==> config.mk <==
export PLATFORM = sky130hd
export DESIGN_NAME = numeric_literal_recognizer
export DESIGN_NICKNAME = d
export VERILOG_FILES = /design/src/rtl/nlr_pkg.sv /design/src/rtl/numeric_literal_recognizer.sv /design/src/rtl/nlr_char_class.sv /design/src/rtl/nlr_scanner.sv /design/src/rtl/nlr_out_buf.sv
export SDC_FILE = /design/constraint.sdc
export NUM_CORES = 1
export LEC_CHECK = 0
export BUFFER_PORTS_ARGS = -buffer_cell sky130_fd_sc_hd__buf_2
export CORE_UTILIZATION = 50
export CTS_CLUSTER_SIZE = 10
export DETAILED_ROUTE_END_ITERATION = 16
export MAX_ROUTING_LAYER = met4
export PLACE_DENSITY = 0.7
export SKIP_CTS_REPAIR_TIMING = 1
export SLEW_MARGIN = 20
export SYNTH_ARGS = -nofsm -noshare
export SYNTH_HDL_FRONTEND = slang
export SYNTH_HIERARCHICAL = 1
export SYNTH_SLANG_ARGS = --single-unit
==> constraint.sdc <==
create_clock -name clk -period 5.6 [get_ports clk]
set_input_delay 0.28 -clock clk [delete_from_list [all_inputs] [get_ports clk]]
set_output_delay 0.28 -clock clk [all_outputs]
set_load 0.03 [all_outputs]
==> src/rtl/nlr_pkg.sv <==
package nlr_pkg;

  // scan phases
  typedef logic [2:0] phase_t;
  localparam phase_t PH_WS       = 3'd0;
  localparam phase_t PH_SIGN     = 3'd1;
  localparam phase_t PH_INT      = 3'd2;
  localparam phase_t PH_FRAC     = 3'd3;
  localparam phase_t PH_EXP_WS   = 3'd4;
  localparam phase_t PH_EXP_SIGN = 3'd5;
  localparam phase_t PH_EXP_DIG  = 3'd6;
  localparam phase_t PH_DONE     = 3'd7;

  // config register indexes
  localparam logic [1:0] REG_NUMBER_KIND = 2'd0;
  localparam logic [1:0] REG_DELIM_LOW   = 2'd1;
  localparam logic [1:0] REG_DELIM_HIGH  = 2'd2;

  localparam logic [7:0] CH_NUL   = 8'h00;
  localparam logic [7:0] CH_SPACE = 8'h20;
  localparam logic [7:0] CH_TAB   = 8'h09;
  localparam logic [7:0] CH_CR    = 8'h0D;
  localparam logic [7:0] CH_PLUS  = 8'h2B;
  localparam logic [7:0] CH_MINUS = 8'h2D;
  localparam logic [7:0] CH_DOT   = 8'h2E;
  localparam logic [7:0] CH_ZERO  = 8'h30;
  localparam logic [7:0] CH_NINE  = 8'h39;
  localparam logic [7:0] CH_E_LO  = 8'h65;
  localparam logic [7:0] CH_E_UP  = 8'h45;

  localparam logic [15:0] POS_MAX = 16'hFFFF;

  typedef struct packed {
    logic nul;
    logic ws;
    logic dig;
    logic sign;
    logic dot;
    logic expo;
    logic delim;
  } char_class_t;

  typedef struct packed {
    logic        accepted;
    logic [15:0] end_offset;
  } result_t;

endpackage

==> src/rtl/numeric_literal_recognizer.sv <==
// Numeric literal recognizer.
// Input channel: one character beat per cycle on in_char_in (in_valid/in_stall).
// Strings are nul-terminated; each string yields exactly one verdict beat on
// out_accepted/out_end_offset, issued at the character that decides it.
// Characters after the verdict, up to the nul, produce no beat.
// cfg_wr_en/cfg_index/cfg_wdata write number_kind (0), delim_mask_low (1) and
// delim_mask_high (2); other indexes are ignored. Write only while idle.
// A deciding character's verdict is registered in the output register, or in
// the skid entry while that register is held. Throughput: one character per
// cycle while in_stall is low; scanner state updates on every accepted beat.
// Stall: results land in an output register backed by one skid entry;
// in_stall rises only when both are full, so one stalled result does not
// hold up the character stream.
// Reset (rst_n low, synchronous): scanner back to leading whitespace, offset
// zero, output buffer empty, registers at number_kind=0, low mask=1 (nul),
// high mask=0.
module numeric_literal_recognizer import nlr_pkg::*; (
  input  logic        clk,
  input  logic        rst_n,
  input  logic        in_valid,
  output logic        in_stall,
  input  logic [7:0]  in_char_in,
  output logic        out_valid,
  input  logic        out_stall,
  output logic        out_accepted,
  output logic [15:0] out_end_offset,
  input  logic        cfg_wr_en,
  input  logic [1:0]  cfg_index,
  input  logic [63:0] cfg_wdata
);

  logic        number_kind_r;
  logic [63:0] delim_low_r;
  logic [63:0] delim_high_r;

  char_class_t cls;
  logic        step;
  logic        buf_full;
  logic        vrd_valid;
  result_t     vrd;
  result_t     res;

  // config registers
  always_ff @(posedge clk) begin
    if (!rst_n) begin
      number_kind_r <= 1'b0;
      delim_low_r   <= 64'd1;
      delim_high_r  <= '0;
    end else if (cfg_wr_en) begin
      case (cfg_index)
        REG_NUMBER_KIND: number_kind_r <= cfg_wdata[0];
        REG_DELIM_LOW:   delim_low_r   <= cfg_wdata;
        REG_DELIM_HIGH:  delim_high_r  <= cfg_wdata;
        default: begin
        end
      endcase
    end
  end

  // stall only when the skid entry is occupied
  assign in_stall = buf_full;
  assign step     = in_valid && !buf_full;

  nlr_char_class u_class (
    .char_in    (in_char_in),
    .delim_low  (delim_low_r),
    .delim_high (delim_high_r),
    .cls        (cls)
  );

  // scan state advances on every accepted beat
  nlr_scanner u_scan (
    .clk           (clk),
    .rst_n         (rst_n),
    .step          (step),
    .flt           (number_kind_r),
    .cls           (cls),
    .verdict_valid (vrd_valid),
    .verdict       (vrd)
  );

  nlr_out_buf u_obuf (
    .clk       (clk),
    .rst_n     (rst_n),
    .push      (vrd_valid),
    .push_data (vrd),
    .full      (buf_full),
    .out_valid (out_valid),
    .out_data  (res),
    .out_stall (out_stall)
  );

  assign out_accepted   = res.accepted;
  assign out_end_offset = res.end_offset;

endmodule

==> src/rtl/nlr_char_class.sv <==
module nlr_char_class import nlr_pkg::*; (
  input  logic [7:0]  char_in,
  input  logic [63:0] delim_low,
  input  logic [63:0] delim_high,
  output char_class_t cls
);

  always_comb begin
    cls.nul   = (char_in == CH_NUL);
    cls.ws    = (char_in == CH_SPACE) || ((char_in >= CH_TAB) && (char_in <= CH_CR));
    cls.dig   = (char_in >= CH_ZERO) && (char_in <= CH_NINE);
    cls.sign  = (char_in == CH_PLUS) || (char_in == CH_MINUS);
    cls.dot   = (char_in == CH_DOT);
    cls.expo  = (char_in == CH_E_LO) || (char_in == CH_E_UP);
    // codes 128..255 never terminate
    case (char_in[7:6])
      2'b00:   cls.delim = cls.nul || delim_low[char_in[5:0]];
      2'b01:   cls.delim = delim_high[char_in[5:0]];
      default: cls.delim = 1'b0;
    endcase
  end

endmodule

==> src/rtl/nlr_scanner.sv <==
module nlr_scanner import nlr_pkg::*; (
  input  logic        clk,
  input  logic        rst_n,
  input  logic        step,
  input  logic        flt,
  input  char_class_t cls,
  output logic        verdict_valid,
  output result_t     verdict
);

  phase_t      phase_r, phase_nxt;
  logic        mant_r, mant_nxt;
  logic [15:0] pos_r, pos_nxt;
  logic        judged;
  logic        ok;

  always_comb begin
    phase_nxt = phase_r;
    mant_nxt  = mant_r;
    judged    = 1'b0;
    ok        = 1'b0;
    case (phase_r)
      PH_WS, PH_SIGN: begin
        if ((phase_r == PH_WS) && cls.ws) begin
        end else if ((phase_r == PH_WS) && cls.sign) begin
          phase_nxt = PH_SIGN;
        end else if (cls.dig) begin
          mant_nxt  = 1'b1;
          phase_nxt = PH_INT;
        end else if (flt && cls.dot) begin
          phase_nxt = PH_FRAC;
        end else begin
          judged = 1'b1;
        end
      end
      PH_INT: begin
        if (cls.dig) begin
        end else if (flt && cls.dot) begin
          phase_nxt = PH_FRAC;
        end else if (flt && cls.expo) begin
          phase_nxt = PH_EXP_WS;
        end else begin
          judged = 1'b1;
          ok     = cls.delim;
        end
      end
      PH_FRAC: begin
        if (cls.dig) begin
          mant_nxt = 1'b1;
        end else if (!mant_r) begin
          judged = 1'b1;
        end else if (cls.expo) begin
          phase_nxt = PH_EXP_WS;
        end else begin
          judged = 1'b1;
          ok     = cls.delim;
        end
      end
      PH_EXP_WS: begin
        if (cls.ws) begin
        end else if (cls.sign) begin
          phase_nxt = PH_EXP_SIGN;
        end else if (cls.dig) begin
          phase_nxt = PH_EXP_DIG;
        end else begin
          judged = 1'b1;
        end
      end
      PH_EXP_SIGN: begin
        if (cls.dig) phase_nxt = PH_EXP_DIG;
        else judged = 1'b1;
      end
      PH_EXP_DIG: begin
        if (!cls.dig) begin
          judged = 1'b1;
          ok     = cls.delim;
        end
      end
      default: begin
      end
    endcase

    if (judged) phase_nxt = PH_DONE;

    // nul rearms for the next string
    if (cls.nul) begin
      phase_nxt = PH_WS;
      mant_nxt  = 1'b0;
      pos_nxt   = '0;
    end else if (pos_r != POS_MAX) begin
      pos_nxt = pos_r + 16'd1;
    end else begin
      pos_nxt = pos_r;
    end
  end

  assign verdict_valid      = step && judged;
  assign verdict.accepted   = ok;
  assign verdict.end_offset = pos_r;

  always_ff @(posedge clk) begin
    if (!rst_n) begin
      phase_r <= PH_WS;
      mant_r  <= 1'b0;
      pos_r   <= '0;
    end else if (step) begin
      phase_r <= phase_nxt;
      mant_r  <= mant_nxt;
      pos_r   <= pos_nxt;
    end
  end

endmodule

==> src/rtl/nlr_out_buf.sv <==
module nlr_out_buf import nlr_pkg::*; (
  input  logic    clk,
  input  logic    rst_n,
  input  logic    push,
  input  result_t push_data,
  output logic    full,
  output logic    out_valid,
  output result_t out_data,
  input  logic    out_stall
);

  logic    main_valid_r, skid_valid_r;
  result_t main_r, skid_r;
  logic    take;

  assign take      = main_valid_r && !out_stall;
  assign full      = skid_valid_r;
  assign out_valid = main_valid_r;
  assign out_data  = main_r;

  always_ff @(posedge clk) begin
    if (!rst_n) begin
      main_valid_r <= 1'b0;
      skid_valid_r <= 1'b0;
    end else if (!main_valid_r || take) begin
      if (skid_valid_r) begin
        main_valid_r <= 1'b1;
        skid_valid_r <= push;
      end else begin
        main_valid_r <= push;
      end
    end else if (push) begin
      skid_valid_r <= 1'b1;
    end
  end

  always_ff @(posedge clk) begin
    if (!main_valid_r || take) begin
      if (skid_valid_r) begin
        main_r <= skid_r;
        skid_r <= push_data;
      end else begin
        main_r <= push_data;
      end
    end else if (push) begin
      skid_r <= push_data;
    end
  end

endmodule
==> summary.md <==
| Metric | Value |
|---|---|
| Critical path required time | 5690 ps |
| Final HPWL DP | 12.0 mm |
| Worst-Skew Late Latency | 430 ps |
| Pre-CTS WS | 1940 ps |
| FP Rows | 48 |
| Residual DRC | 0 |
| Nets | 964 |
| Iter 0 DRT Violations | 483 |
| CP max FO | 22 |
| Final Hold Vio Count | 0 |
| Metal3 WL | 746 um |
| Gp weighted congestion | 0.844 |
| Global-route wire length before repair | between 20 and 30 mm |
| Vias per cell | around 5.5 |
| Dpl cell area | 9270 um^2 |
| Initial antenna violation count | 1 |
| PortBufs | 97 |
| Router iterations before antenna repair | 5 |
| Instance count of the mapped netlist | slightly above 800 |
| CTS clk-pin slew, worst paths | 70 ps |
| Worst slew margin | 24.0% |
| RSZ-0062 raised after global routing | no |
| Metal-1 WL | 8.46 mm |
| CTS tree | yes |
| Avg Cell Area, Syn | 10.8 um^2 |
| Max Clock Skew | between 10 and 15 ps |
| Synth warn | 6 |
| Post-Syn Nets | 905 |
| Seq cells post-synth | 185 |
| Share of layout cells above drive strength 1 | 20.4% |
| CTS Buffer Depth | 2 |
| Leading cell type in the layout, fill and taps excluded | nand2_1 |
| Num CTS Buffers | 17 |
| FMAX | 0.311 GHz |
| Total GRT Usage | a little over a fifth |
| Number of synthesized flops with an enable pin | 34 |
| Root Driver | clkbuf_16 |
| Final Slew Violations | 0 |
| Fin crit share | 57.3% |
| I/O pin cnt | about 100 |
| Global route total overflow | 0 |
| Largest net degree at the start of global routing | 108 |
| Most frequent cells in the layout | nand2_1 (211), dfxtp_1 (150), mux2i_1 (136) |
| Pwr/cell area | 310 nW/um^2 |
| Final Worst Setup Slack | ~2400 ps |
| Vias | 6141 |
| Startpoint types | input pin |
| Clock sink count | 185 |
| Starting Density | about 50% |
| Final critical path time including I/O delays and setup | roughly 3200 ps |
| Async set-reset flop share out of synthesis | 0% |
| Critical path type | input pin to flip-flop |
| Layout area overhead | 11.2% |
| Setup crit end kind | flip-flop |
| Sequential area share after synthesis | approximately 45% |
| Met2 WL post-DR | around 8.5 mm |
| CP arrival | 3300 ps |
| Leak | 4.18 nW |
| Top_reg_cell synth | dfxtp_1 |
| Placed Instances | 1090 |
| Max IR drop VDD | 0.214 mV |
| Cell Area, Synth | ~8900 um^2 |
| Slew @ Worst Pin | 1140 ps |
| ANT nets after route | 0 |
| Max_cap viols | 0 |
| Die extent in x | 136 um |
| Final setup vio count | 0 |
| Synth unique cells | 63 |
| Finished Layout Cells | 1123 |
| Post-Route WL | about 18 mm |
| Tot Pwr | 3.08 mW |
| Fin util | between 50 and 60% |
| Die H | 136 um |
| Final setup TNS | 0 ps |
| Uppermost routed layer | met4 |
| Core region area | 17400 um^2 |
| Vias in the first global route | approximately 6000 |
| Min Hold Slack | 107 ps |
| H-tree levels | 4 |
| Die area | between 15000 and 20000 um^2 |
| Post-route cell area | 9910 um^2 |
| Status | finished clean |
| DR WL/cell | approximately 16 um |
| Worst Hold Class | input pin to flip-flop |
-- synthesized netlist by cell type, types with 3 or more instances --
library cell	n	area, um^2
mux2_2	4	45.0
a21oi_1	9	45.0
mux2_4	17	255
nand4_1	3	18.8
o211ai_1	4	30.0
nor2_1	25	93.8
mux2i_1	136	1360
a211oi_1	5	37.5
nand2_1	211	792
clkbuf_1	14	52.6
nor3_1	14	70.1
a32oi_1	3	26.3
buf_6	22	248
nand3_1	10	50.1
inv_1	13	48.8
a31oi_1	6	37.5
and4_1	3	26.3
mux4_1	17	447
nand4b_1	3	26.3
buf_2	21	105
edfxtp_1	34	1020
buf_4	3	22.5
o21ai_0	12	60.1
nor2b_1	9	56.3
nor3b_1	4	30.0
xnor2_1	9	78.8
and3_1	4	25.0
dfxtp_1	151	3020
mux4_2	15	338
-- worst max-delay path: stages --
cell and delay, ps:
buf_2 570, buf_4 410, nor4b_1 110, a21oi_1 150, o22ai_1 80, and2_1 190, or2_2 280, a211o_1 280
o21a_1 190, nor3_1 250, mux2_2 490
-- report_power, final --
part | internal, mW | total, mW | leakage, nW | switching [mW]
Combinational | 0.141 | 0.344 | 2.30 | 0.203
Sequential | 1.43 | 1.48 | 1.57 | 0.0527
Clock | 0.685 | 1.25 | 0.303 | 0.566
-- metal layers --
layer | vias up | track usage (%)
li1 | 3052 | -
met1 | 2920 | 28.2
met2 | 149 | 33.4
met3 | 20 | 3.89
met4 | 0 | 6.62
met5 | - | -
-- flip-flops by register name (all words and copies together), names as in the netlist, 3 cells and up --
register and count:
u_obuf/out_data 17, delim_low_r 64, delim_high_r 64, u_scan/pos_r 16, u_obuf/skid_r 17, u_scan/phase_r 3
-- cell families after synthesis --
kind of cell / share of synthesized area (%)
AO/OA/AOI/OAI: 5.14
XOR/XNOR: 0.983
adder cells (fa/ha/maj): 0.140
buffers and inverters: 5.57
flip-flops: 45.4
multiplexers: 27.4
AND/OR/NAND/NOR: 15.4
-- cell type report --
cell class / count / area, um^2
Sequential cell: 185 / 4050
Tap cell: 225 / 282
Multi-Input combinational cell: 566 / 4390
Fill cell: 1477 / 7450
Inverter: 13 / 48.8
Clock inverter: 15 / 198
Timing Repair Buffer: 101 / 522
Antenna cell: 1 / 2.50
Clock buffer: 17 / 425
-- final timing paths --
check            startpoint               end  slack [ps]  cells past startpoint
min reg2reg  delim_low_r[3]    delim_low_r[3]         450                      2
min           cfg_wdata[39]   delim_low_r[39]         110                      3
max           in_char_in[0]  u_obuf/skid_r[8]        2390                     11
max reg2reg     u_obuf/full  u_obuf/skid_r[8]        3130                      4
No activity file was read; power rests on OpenSTA's default activity.
